[config.mk]
export PLATFORM = sky130hd
export DESIGN_NAME = tsvd_mac
export DESIGN_NICKNAME = d
export VERILOG_FILES = /design/src/tsvd_pkg.sv /design/src/tsvd_mac.sv
export SDC_FILE = /design/constraint.sdc
export NUM_CORES = 2
export LEC_CHECK = 0
export BUFFER_PORTS_ARGS = -buffer_cell sky130_fd_sc_hd__buf_2
export CORE_ASPECT_RATIO = 0.9
export CORE_MARGIN = 10
export CORE_UTILIZATION = 50
export CTS_BUF_LIST = sky130_fd_sc_hd__clkbuf_8
export CTS_CLUSTER_SIZE = 16
export DETAILED_ROUTE_END_ITERATION = 16
export PLACE_DENSITY = 0.65
export SLEW_MARGIN = 40
export SYNTH_ARGS = -nofsm -noshare
export SYNTH_HDL_FRONTEND = slang
export SYNTH_SLANG_ARGS = --single-unit
[constraint.sdc]
create_clock -name i_clk -period 9.1 [get_ports i_clk]
set_clock_uncertainty 0.05 [all_clocks]
set_input_delay 0.91 -clock i_clk [delete_from_list [all_inputs] [get_ports i_clk]]
set_output_delay 0.91 -clock i_clk [all_outputs]
set_load 0.02 [all_outputs]
[src/tsvd_pkg.sv]
// Shared constants, codes and types of the truncated SVD solver.
`default_nettype none
package tsvd_pkg;

    // Sizes of the stores and of the fixed-point values.
    localparam int MAX_DIM   = 16;
    localparam int DIM_W     = $clog2(MAX_DIM);
    localparam int CNT_W     = DIM_W + 1;
    localparam int ADDR_W    = 2 * DIM_W;
    localparam int FRAC_BITS = 16;
    localparam int DATA_W    = 32;
    localparam int PROD_W    = 2 * DATA_W;
    localparam int ACC_W     = PROD_W + CNT_W;
    localparam int DIV_N_W   = DATA_W + FRAC_BITS + 1;
    localparam int DIV_C_W   = $clog2(DIV_N_W + 1);
    localparam int FUNC_W    = 3;
    localparam int CFG_IDX_W = 2;
    localparam int CFG_W     = 5;

    // Input function codes.
    localparam logic [FUNC_W-1:0] FN_LOAD_U   = 3'd0;
    localparam logic [FUNC_W-1:0] FN_LOAD_S   = 3'd1;
    localparam logic [FUNC_W-1:0] FN_LOAD_VT  = 3'd2;
    localparam logic [FUNC_W-1:0] FN_LOAD_RHS = 3'd3;
    localparam logic [FUNC_W-1:0] FN_START    = 3'd4;

    // Configuration register indexes.
    localparam logic [CFG_IDX_W-1:0] CFG_ROWS_U    = 2'd0;
    localparam logic [CFG_IDX_W-1:0] CFG_COLS_VT   = 2'd1;
    localparam logic [CFG_IDX_W-1:0] CFG_RANK_USED = 2'd2;
    localparam logic [CFG_IDX_W-1:0] CFG_DIRECTION = 2'd3;

    // Read request to the operand stores.
    typedef struct packed {
        logic [ADDR_W-1:0] mat_addr;
        logic [DIM_W-1:0]  vec_addr;
        logic [DIM_W-1:0]  sv_addr;
        logic              use_u;
        logic              use_coeff;
    } t_rd_req;

    // Status of the multiply-accumulate unit.
    typedef struct packed {
        logic              busy;
        logic              sat;
        logic [DATA_W-1:0] res;
    } t_mac_sts;

    // Result of the divider.
    typedef struct packed {
        logic              done;
        logic              err;
        logic [DATA_W-1:0] quo;
    } t_div_res;

    // Clamp a dimension register to 1..MAX_DIM.
    function automatic logic [CNT_W-1:0] clamp_dim(input logic [CFG_W-1:0] v);
        logic [CNT_W-1:0] r;
        if (v == '0) begin
            r = CNT_W'(1);
        end else if (CNT_W'(v) > CNT_W'(MAX_DIM)) begin
            r = CNT_W'(MAX_DIM);
        end else begin
            r = CNT_W'(v);
        end
        return r;
    endfunction

    // Clamp the rank register to at most MAX_DIM.
    function automatic logic [CNT_W-1:0] clamp_rank(input logic [CFG_W-1:0] v);
        logic [CNT_W-1:0] r;
        if (CNT_W'(v) > CNT_W'(MAX_DIM)) begin
            r = CNT_W'(MAX_DIM);
        end else begin
            r = CNT_W'(v);
        end
        return r;
    endfunction

endpackage
`default_nettype wire

[src/tsvd_mac.sv]
// Shared multiply-accumulate unit with rounding and saturation of the sum.
`default_nettype none
module tsvd_mac import tsvd_pkg::*; (
    input  wire logic                     i_clk,
    input  wire logic                     i_rst_n,
    input  wire logic                     i_clr,
    input  wire logic                     i_vld,
    input  wire logic signed [DATA_W-1:0] i_a,
    input  wire logic signed [DATA_W-1:0] i_b,
    output t_mac_sts                      o_sts
);

    localparam logic signed [ACC_W-1:0] ACC_HALF = ACC_W'(1) << (FRAC_BITS - 1);

    logic                     r_p_vld;
    logic signed [PROD_W-1:0] r_prod;
    logic signed [ACC_W-1:0]  r_acc;
    logic signed [ACC_W-1:0]  rnd;
    logic signed [ACC_W-1:0]  shifted;
    logic [ACC_W-DATA_W:0]    top_bits;
    logic                     ovf;

    // Product stage.
    always_ff @(posedge i_clk) begin
        if (!i_rst_n) begin
            r_p_vld <= 1'b0;
        end else begin
            r_p_vld <= i_vld;
        end
    end

    always_ff @(posedge i_clk) begin
        r_prod <= i_a * i_b;
    end

    // Exact wide accumulator.
    always_ff @(posedge i_clk) begin
        if (i_clr) begin
            r_acc <= '0;
        end else if (r_p_vld) begin
            r_acc <= r_acc + ACC_W'(r_prod);
        end
    end

    // Round to nearest with ties upward, then saturate to the data width.
    always_comb begin
        rnd      = r_acc + ACC_HALF;
        shifted  = rnd >>> FRAC_BITS;
        top_bits = shifted[ACC_W-1:DATA_W-1];
        ovf      = !((&top_bits) || (~|top_bits));
        o_sts.busy = r_p_vld;
        o_sts.sat  = ovf;
        if (ovf) begin
            o_sts.res = shifted[ACC_W-1] ? {1'b1, {(DATA_W-1){1'b0}}}
                                         : {1'b0, {(DATA_W-1){1'b1}}};
        end else begin
            o_sts.res = shifted[DATA_W-1:0];
        end
    end

endmodule
`default_nettype wire

==> results.ini <==
[synth]
ys_types = 80
synthesis.instances = 5006
syn-cell-area_mm2 = 0.0453
yosysSeqAreaShare = 0.0592
ys_ff_latch = 134
yosys.area.top_type = fa_1
ys.flop_type = dfxtp_1
yosys.area.top_type_share = 0.479
yosysWarningCount = 0
synthArstFlopShare = 0
syn_area_per_cell_um2 = 9.05
syn-num-nets = 6410
synthTopCellsByArea = fa_1 48%, inv_1 8.3%, and2_1 7.3%, ha_1 7.0%, dfxtp_1 5.9%
synth-edff-count = 0
yosysMostFrequentCell = fa_1
netlist_top_cells_count = 1,083 x fa_1, 1,000 x inv_1, 626 x nand2_1

[clock_tree]
post_cts_resized = 0
cts_root_buf = clkbuf_8
cts_hold_buf = 0
cts_tree = built
clock-sinks = 134
cts-buffers-inserted = 17
clk_latency_ns = 0.49
htreeDepth = 4
path_clk_slew_ns = 0.08
clockBufferDepth = 2
cts_setup_buffers = 0

[route]
drt_iter0_markers = 1969
num_vias = 33600
first_pass_iters = 6
ant_nets = 0
via_per_inst = 5.45
wl_per_cell_um = 19.2
drc = 0
routed_wl_mm = 118

[final_layout]
final.fill_count = 8320
nets = 6380
drive_gt1_frac = 0.0511
area_growth_pct = 5.07

[setup_path]
worstSetupEndpointType = flip-flop
crit_required_ns = 9.45
arrival_ns = 8.84
crit_path_start_kind = input port
cp_max_fo = 23
critical_path_class = input port to flip-flop

[placement]
gp_congestion = 0.898
dp_hpwl_mm = 99.8
portBuffers = 101

[timing]
rsz0062_at_grt = no
relSlewSlack = 0.459
worst_slew_pin_slew_ns = 0.812
slew_violations = 0
fin_setup_tns_ns = 0
fmax_ghz = 0.118
setup_viol = 0
fin_crit_ns = 8.49
timing.final.hold_violations = 0
min_period_over_period = 0.933

[hold_path]
hold_path.class = flip-flop to flip-flop

[global_route]
grt_pass1_wl_mm = 198
groute.usage.overall = 0.240
grt_antenna_before_repair = 8
grt_pass1_vias = 36700
overflow = 0
grt_max_degree = 62

[die]
fp.coreArea_mm2 = 0.0897
die_area_mm2 = 0.103
die_h_um = 306
ios = 102
start_util = 0.505
num_rows = 104
die_x_um = 337

[flow_run]
cap_violations = 0

[status]
status = completed

worst paths after layout:
| check | startpoint | endpoint | cells after the start | slack, ns |
|---|---|---|---|---|
| max | i_b[2] | r_prod[63] | 24 | 0.61 |
| min | r_acc[68] | r_acc[68] | 2 | 0.45 |
| max reg2reg | r_acc[21] | r_acc[66] | 11 | 5.03 |
| min reg2reg | r_acc[68] | r_acc[68] | 2 | 0.45 |
layout by cell type, fill, tap and decap left out, types with 18 or more instances in the layout:
| cell | n |
|---|---|
| o21ai_1 | 36 |
| ha_1 | 253 |
| fa_1 | 1083 |
| a31oi_1 | 18 |
| and3_1 | 29 |
| nand2_1 | 626 |
| nand2b_1 | 26 |
| a21o_1 | 79 |
| dfxtp_1 | 133 |
| nor2b_1 | 20 |
| o21ai_0 | 89 |
| a211oi_1 | 22 |
| o21a_1 | 23 |
| xnor2_1 | 99 |
| nand4_1 | 29 |
| inv_1 | 1001 |
| mux2i_1 | 40 |
| buf_4 | 93 |
| nor3_1 | 22 |
| xor2_1 | 63 |
| o21bai_1 | 29 |
| and2_1 | 527 |
| buf_2 | 101 |
| a21oi_1 | 155 |
| nand3_1 | 57 |
| nor2_1 | 155 |
through the flow:
stage,util,cells,area [um2],worst slack [ns],hold WS [ns]
finish,0.531,6161,47600,0.614,0.451
global placement,0.525,6122,47000,0.264,0.427
global route,0.531,6161,47600,0.174,0.477
CTS,0.531,6154,47600,0.716,0.454
detailed placement,0.525,6123,47100,0.199,0.440
floorplan,-,5006,45300,0.726,0.413
state kept, by name, summed over array words and instances (netlist names):
register / cells
r_acc: 69
r_p_vld: 1
r_prod: 64
per-layer routing:
layer / track usage / vias to the layer above / wire length [um]
met5: 0 / - / 12
met4: 0.0683 / 2 / 3370
met3: 0.0209 / 172 / 5020
met2: 0.423 / 859 / 59900
met1: 0.311 / 17500 / 49800
li1: - / 15100 / -
final cells by class:
cell class | count | area [um2] | area share
timing repair buffer | 197 | 1260 | 0.0265
multi-input combinational | 3626 | 37900 | 0.796
antenna | 7 | 17.5 | 0.000368
tap | 1166 | 1460 | 0.0306
clock buffer | 17 | 234 | 0.00492
clock inverter | 14 | 282 | 0.00591
sequential | 134 | 2680 | 0.0564
inverter | 1000 | 3750 | 0.0789
cells by family (layout without fill, tap and decap cells):
logic type | after synthesis | after routing | share of synthesized area
simple gates | 1542 | 1542 | 0.170
compound gates | 543 | 543 | 0.0770
mux | 43 | 43 | 0.00958
other cells | 0 | 7 | 0
flops | 134 | 134 | 0.0592
buf+inv | 1246 | 1228 | 0.104
fa+ha+maj | 1336 | 1336 | 0.548
xor+xnor | 162 | 162 | 0.0313
critical path, cell delays in order:
cell       delay (ns)
buf_2            0.27
nand2_1          0.18
inv_1            0.10
fa_1             0.52
inv_1            0.08
fa_1             0.51
inv_1            0.07
fa_1             0.98
fa_1             0.56
fa_1             0.49
fa_1             0.57
fa_1             0.43
fa_1             0.46
ha_1             0.41
inv_1            0.10
o21ai_0          0.33
a2111oi_0        0.20
o21ai_0          0.29
nand2_1          0.12
a21bo_2          0.22
a21o_1           0.23
o311ai_1         0.44
nor2_1           0.09
a311oi_1         0.25
Power is not shown: default switching activity piles up to over one toggle a cycle in this logic, so the estimate is an artifact.
