===== config.mk =====
export PLATFORM = sky130hd
export DESIGN_NAME = tsvd_div
export DESIGN_NICKNAME = d
export VERILOG_FILES = /design/src/tsvd_pkg.sv /design/src/tsvd_div.sv
export SDC_FILE = /design/constraint.sdc
export NUM_CORES = 1
export LEC_CHECK = 0
export ABC_CLOCK_PERIOD_IN_PS = 6230
export BUFFER_PORTS_ARGS = -buffer_cell sky130_fd_sc_hd__buf_4
export CORE_MARGIN = 1
export CORE_UTILIZATION = 35
export DETAILED_ROUTE_END_ITERATION = 10
export HOLD_SLACK_MARGIN = 0.06
export PLACE_DENSITY = 0.5
export SLEW_MARGIN = 30
export SYNTH_ARGS = -nofsm -noshare
export SYNTH_HDL_FRONTEND = slang
export SYNTH_SLANG_ARGS = --single-unit

===== constraint.sdc =====
create_clock -name i_clk -period 6.23 [get_ports i_clk]
set_input_delay 0.9345 -clock i_clk [delete_from_list [all_inputs] [get_ports i_clk]]
set_output_delay 0.9345 -clock i_clk [all_outputs]
set_load 0.05 [all_outputs]

===== src/tsvd_pkg.sv =====
// Shared constants, codes and types of the truncated SVD solver.
`default_nettype none
package tsvd_pkg;

    // Sizes of the stores and of the fixed-point values.
    localparam int MAX_DIM   = 16;
    localparam int DIM_W     = $clog2(MAX_DIM);
    localparam int CNT_W     = DIM_W + 1;
    localparam int ADDR_W    = 2 * DIM_W;
    localparam int FRAC_BITS = 16;
    localparam int DATA_W    = 32;
    localparam int PROD_W    = 2 * DATA_W;
    localparam int ACC_W     = PROD_W + CNT_W;
    localparam int DIV_N_W   = DATA_W + FRAC_BITS + 1;
    localparam int DIV_C_W   = $clog2(DIV_N_W + 1);
    localparam int FUNC_W    = 3;
    localparam int CFG_IDX_W = 2;
    localparam int CFG_W     = 5;

    // Input function codes.
    localparam logic [FUNC_W-1:0] FN_LOAD_U   = 3'd0;
    localparam logic [FUNC_W-1:0] FN_LOAD_S   = 3'd1;
    localparam logic [FUNC_W-1:0] FN_LOAD_VT  = 3'd2;
    localparam logic [FUNC_W-1:0] FN_LOAD_RHS = 3'd3;
    localparam logic [FUNC_W-1:0] FN_START    = 3'd4;

    // Configuration register indexes.
    localparam logic [CFG_IDX_W-1:0] CFG_ROWS_U    = 2'd0;
    localparam logic [CFG_IDX_W-1:0] CFG_COLS_VT   = 2'd1;
    localparam logic [CFG_IDX_W-1:0] CFG_RANK_USED = 2'd2;
    localparam logic [CFG_IDX_W-1:0] CFG_DIRECTION = 2'd3;

    // Read request to the operand stores.
    typedef struct packed {
        logic [ADDR_W-1:0] mat_addr;
        logic [DIM_W-1:0]  vec_addr;
        logic [DIM_W-1:0]  sv_addr;
        logic              use_u;
        logic              use_coeff;
    } t_rd_req;

    // Status of the multiply-accumulate unit.
    typedef struct packed {
        logic              busy;
        logic              sat;
        logic [DATA_W-1:0] res;
    } t_mac_sts;

    // Result of the divider.
    typedef struct packed {
        logic              done;
        logic              err;
        logic [DATA_W-1:0] quo;
    } t_div_res;

    // Clamp a dimension register to 1..MAX_DIM.
    function automatic logic [CNT_W-1:0] clamp_dim(input logic [CFG_W-1:0] v);
        logic [CNT_W-1:0] r;
        if (v == '0) begin
            r = CNT_W'(1);
        end else if (CNT_W'(v) > CNT_W'(MAX_DIM)) begin
            r = CNT_W'(MAX_DIM);
        end else begin
            r = CNT_W'(v);
        end
        return r;
    endfunction

    // Clamp the rank register to at most MAX_DIM.
    function automatic logic [CNT_W-1:0] clamp_rank(input logic [CFG_W-1:0] v);
        logic [CNT_W-1:0] r;
        if (CNT_W'(v) > CNT_W'(MAX_DIM)) begin
            r = CNT_W'(MAX_DIM);
        end else begin
            r = CNT_W'(v);
        end
        return r;
    endfunction

endpackage
`default_nettype wire


===== src/tsvd_div.sv =====
// Bit-serial divider for t * 2^FRAC_BITS / s, rounded to nearest and saturated.
`default_nettype none
module tsvd_div import tsvd_pkg::*; (
    input  wire logic              i_clk,
    input  wire logic              i_rst_n,
    input  wire logic              i_start,
    input  wire logic [DATA_W-1:0] i_num,
    input  wire logic [DATA_W-1:0] i_den,
    output t_div_res               o_res
);

    logic               r_busy;
    logic               r_fin;
    logic               r_done;
    logic [DIV_C_W-1:0] r_cnt;
    logic [DIV_N_W-1:0] r_dvd;
    logic [DATA_W-1:0]  r_rem;
    logic [DATA_W-1:0]  r_den;
    logic               r_neg;
    logic [DATA_W-1:0]  r_quo;
    logic               r_err;

    logic [DATA_W-1:0]  num_abs;
    logic [DATA_W-1:0]  den_abs;
    logic [DIV_N_W-1:0] dvd_init;
    logic [DATA_W:0]    rem_sh;
    logic               ge;
    logic [DATA_W:0]    rem_sub;
    logic               sat_pos;
    logic               sat_neg;
    logic [DATA_W-1:0]  q_neg;

    // Operand magnitudes and the rounded dividend |t| * 2^F + |s| / 2.
    always_comb begin
        num_abs  = i_num[DATA_W-1] ? (~i_num + 1'b1) : i_num;
        den_abs  = i_den[DATA_W-1] ? (~i_den + 1'b1) : i_den;
        dvd_init = DIV_N_W'({num_abs, {FRAC_BITS{1'b0}}}) + DIV_N_W'(den_abs >> 1);
    end

    // One restoring step per cycle.
    always_comb begin
        rem_sh  = {r_rem, r_dvd[DIV_N_W-1]};
        ge      = rem_sh >= {1'b0, r_den};
        rem_sub = rem_sh - {1'b0, r_den};
    end

    // Saturation of the finished quotient held in r_dvd.
    always_comb begin
        sat_pos = |r_dvd[DIV_N_W-1:DATA_W-1];
        sat_neg = (|r_dvd[DIV_N_W-1:DATA_W])
               || (r_dvd[DATA_W-1] && (|r_dvd[DATA_W-2:0]));
        q_neg   = ~r_dvd[DATA_W-1:0] + 1'b1;
    end

    // Control of the iteration.
    always_ff @(posedge i_clk) begin
        if (!i_rst_n) begin
            r_busy <= 1'b0;
            r_fin  <= 1'b0;
            r_done <= 1'b0;
            r_cnt  <= '0;
        end else begin
            r_done <= 1'b0;
            r_fin  <= 1'b0;
            if (i_start) begin
                if (i_den == '0) begin
                    r_done <= 1'b1;
                end else begin
                    r_busy <= 1'b1;
                    r_cnt  <= DIV_C_W'(DIV_N_W);
                end
            end else if (r_busy) begin
                r_cnt <= r_cnt - 1'b1;
                if (r_cnt == DIV_C_W'(1)) begin
                    r_busy <= 1'b0;
                    r_fin  <= 1'b1;
                end
            end else if (r_fin) begin
                r_done <= 1'b1;
            end
        end
    end

    // Datapath of the iteration and the final result.
    always_ff @(posedge i_clk) begin
        if (i_start) begin
            r_dvd <= dvd_init;
            r_rem <= '0;
            r_den <= den_abs;
            r_neg <= i_num[DATA_W-1] ^ i_den[DATA_W-1];
            if (i_den == '0) begin
                r_err <= 1'b1;
                r_quo <= i_num[DATA_W-1] ? {1'b1, {(DATA_W-1){1'b0}}}
                                         : {1'b0, {(DATA_W-1){1'b1}}};
            end
        end else if (r_busy) begin
            r_rem <= ge ? rem_sub[DATA_W-1:0] : rem_sh[DATA_W-1:0];
            r_dvd <= {r_dvd[DIV_N_W-2:0], ge};
        end else if (r_fin) begin
            if (r_neg) begin
                r_err <= sat_neg;
                r_quo <= sat_neg ? {1'b1, {(DATA_W-1){1'b0}}} : q_neg;
            end else begin
                r_err <= sat_pos;
                r_quo <= sat_pos ? {1'b0, {(DATA_W-1){1'b1}}} : r_dvd[DATA_W-1:0];
            end
        end
    end

    assign o_res.done = r_done;
    assign o_res.err  = r_err;
    assign o_res.quo  = r_quo;

endmodule
`default_nettype wire


==> qor.yml <==
status:
  status: "finished clean"
routing:
  vias_per_cell: 5.53
  drc: 0
  drt_iter0_markers: 744
  wl_met2_um: 14400
  num_vias: 10050
  wl_um: 33100
  met1_length_um: 16800
  highest_layer: "met4"
  avgRoutedWirePerCell_um: 18.2
  met3_length_um: 1480
  ant_nets: 0
  dr.pass1.iters: 5
clock_tree:
  cts_sinks: 156
  numCtsBuffers: 17
  post_cts_buffers: 0
  cts_resized: 0
  cts_tree: "done"
  postCtsHoldBufs: 0
  clk_latency_ns: 0.44
  root_buffer: "clkbuf_16"
  clock_path_buffers: 2
  path_clk_slew_ns: 0.07
  h-tree-depth: 4
synthesis:
  syn_avg_cell_area_um2: 8.90
  synth_cells: 1288
  yosys_warnings: 0
  synth_nets: 1409
  synth_top_area_share: 0.301
  ys_types: 83
  async_flop_share: 0
  yosysTopAreaCell: "edfxtp_1"
  synth_edf_count: 115
  netlist_area_um2: 11500
  synth.yosys.seq_area_share: 0.373
  synth.ff_latch_count: 156
  netlist_top_cells_area: "edfxtp_1, dfxtp_1, ha_1"
  ys.flop_type: "edfxtp_1"
place:
  port_buffers: 100
  place_ws_ns: 0.165
  gp_congestion: 0.849
  hpwl_um: 24800
grt:
  grt_use_total: 0.201
  grt_pass1_wl_um: 52600
  grt_overflow: 0
  antenna_found_initial: 0
  grt_pass1_vias: 9519
  grt_max_degree: 56
timing:
  timing.fmax_mhz: 178
  whs_ns: 0.494
  skew_ns: 0.0133
  relSlewSlack: 0.361
  rsz0062_at_grt: "no"
  worst_pin_slew_ns: 0.954
  min_period_ns: 5.62
  period_share: 0.901
  finalHoldViolations: 0
  finalSetupTns_ns: 0
  setup_violations: 0
  layout_setup_ws_ns: 0.615
  maxSlewViolCount: 0
floorplan:
  coreArea_um2: 31900
  dieWidth_um: 183
  rows: 65
  die_area_um2: 33500
  start_util: 0.360
  dieHeight_um: 183
  ios: 101
finish:
  nFillCells: 3269
  nets: 1492
  antenna_cells: 0
  area_growth_pct: 15.6
  drive_above_1_share: 0.142
critical_path:
  r2r-start: "r_dvd[0]"
  cp-end-kind: "flip-flop"
  critical-path-max-stage-delay_ns: 0.60
  path_buf_inv: 1
  worstSetupStartpointType: "input pin"
  crit_family: "simple AND/OR/NAND/NOR gates"
  r2r_setup_slack_ns: 2.22
  cp_cell_sequence: "buf_4 -> or4_1 -> or3_1 -> or3_1 -> o41ai_1 -> xnor2_1 -> ha_1 -> o21ai_0 -> o21bai_1 -> o221ai_1 -> o31a_1 -> or4b_1 -> or4b_1 -> xor2_1 -> mux2_2"
  cp_max_fo: 4
  r2r_end: "r_quo[15]"
  path_class: "input pin to flip-flop"
  ff2ff_path_depth: 10
  worstPathArrival_ns: 5.81
  worstPathRequired_ns: 6.43
  slowest_stage: "or4_1"
power:
  power.density_nw_per_um2: 250
  p_leak_nw: 5.05
  ir_drop_mv: 0.149
worst_hold_path:
  hold_class: "flip-flop to flip-flop"
  hold_path_depth: 2
  hp-start: "r_rem[31]"
  whs_endpoint: "r_rem[31]"
flow_run:
  drv_cap: 0
-- worst min-delay path, stage by stage (launching register included) --
cell	delay, ns
dfxtp_1	0.33
nand2_1	0.06
nand3_1	0.06
-- layout by cell type, fill, tap and decap left out, types with 16 or more instances in the layout --
| master | count |
|---|---|
| dfxtp_1 | 41 |
| a21oi_1 | 71 |
| inv_1 | 67 |
| mux2_2 | 18 |
| o21a_1 | 16 |
| o31ai_1 | 29 |
| clkbuf_16 | 17 |
| a311oi_1 | 17 |
| edfxtp_1 | 115 |
| nand2_1 | 120 |
| nand2b_1 | 17 |
| nand3_1 | 37 |
| a31oi_1 | 26 |
| a21o_1 | 30 |
| or3_1 | 33 |
| nor2_1 | 124 |
| xnor2_1 | 70 |
| ha_1 | 52 |
| buf_4 | 122 |
| o21ai_0 | 70 |
| xor2_1 | 35 |
| nor3_1 | 25 |
| nor4_1 | 23 |
-- registers in the layout, indices dropped and copies added, names as in the netlist, 6 cells and up --
register  cells
r_rem        32
r_cnt         6
r_quo        32
r_den        32
r_dvd        49
-- report_power, final --
group | switching, mW | leakage (nW) | internal, mW
sequential | 0.103 | 1.45 | 1.26
combinational | 0.550 | 3.33 | 0.371
clock | 0.475 | 0.269 | 0.556
total | 1.13 | 5.05 | 2.18
-- routing by layer --
| metal | vias up | track usage |
|---|---|---|
| met5 | - | 0 |
| li1 | 4973 | - |
| met1 | 4788 | 0.296 |
| met2 | 260 | 0.310 |
| met4 | 0 | 0.0493 |
| met3 | 29 | 0.0262 |
-- worst max path at each step --
stage	from	endpoint	slack (ns)	depth (start not counted)
4_1_cts	i_den[5]	r_dvd[41]	0.63	16
3_5_place_dp	i_den[5]	r_dvd[41]	0.16	16
2_1_floorplan	i_den[10]	r_dvd[41]	0.55	17
3_3_place_gp	i_den[13]	r_dvd[41]	0.29	15
6_report	i_den[13]	r_dvd[41]	0.61	15
5_1_grt	i_den[5]	r_dvd[41]	0.29	16
-- cell type report --
class	count	area (µm²)	area share
well taps	435	544	0.0411
inverters	68	258	0.0195
clock buffers	17	425	0.0321
repair buffers	122	916	0.0691
flip-flops and latches	156	4270	0.323
clock inverters	15	133	0.0100
multi-input cells	1006	6700	0.506
-- metrics by stage --
| step | utilization | total power [mW] | cells | area (µm²) |
|---|---|---|---|---|
| after global routing | 0.416 | 3.49 | 1819 | 13300 |
| final | 0.416 | 3.31 | 1819 | 13300 |
| after floorplan | - | 2.00 | 1288 | 11500 |
| after detailed placement | 0.398 | 2.30 | 1787 | 12700 |
| after global placement | 0.398 | 2.29 | 1787 | 12700 |
| after CTS | 0.416 | 3.33 | 1819 | 13300 |
-- synthesized netlist by cell type, types with 33 or more instances --
cell,n
a21oi_1,71
clkbuf_1,47
dfxtp_1,41
edfxtp_1,115
ha_1,52
inv_1,68
nand2_1,120
nand3_1,37
nor2_1,125
o21ai_0,70
or3_1,33
xnor2_1,70
xor2_1,35
-- logic make-up (layout without fill, tap and decap cells) --
| family | Yosys count | count (layout) | synth area share |
|---|---|---|---|
| AO/OA/AOI/OAI | 361 | 361 | 0.215 |
| AND/OR/NAND/NOR | 459 | 459 | 0.202 |
| buffers and inverters | 126 | 222 | 0.0432 |
| flip-flops | 156 | 156 | 0.373 |
| multiplexers | 26 | 26 | 0.0247 |
| adder cells (fa/ha/maj) | 54 | 54 | 0.0602 |
| XOR/XNOR | 106 | 106 | 0.0822 |
Power figures use the tool's default switching activity.
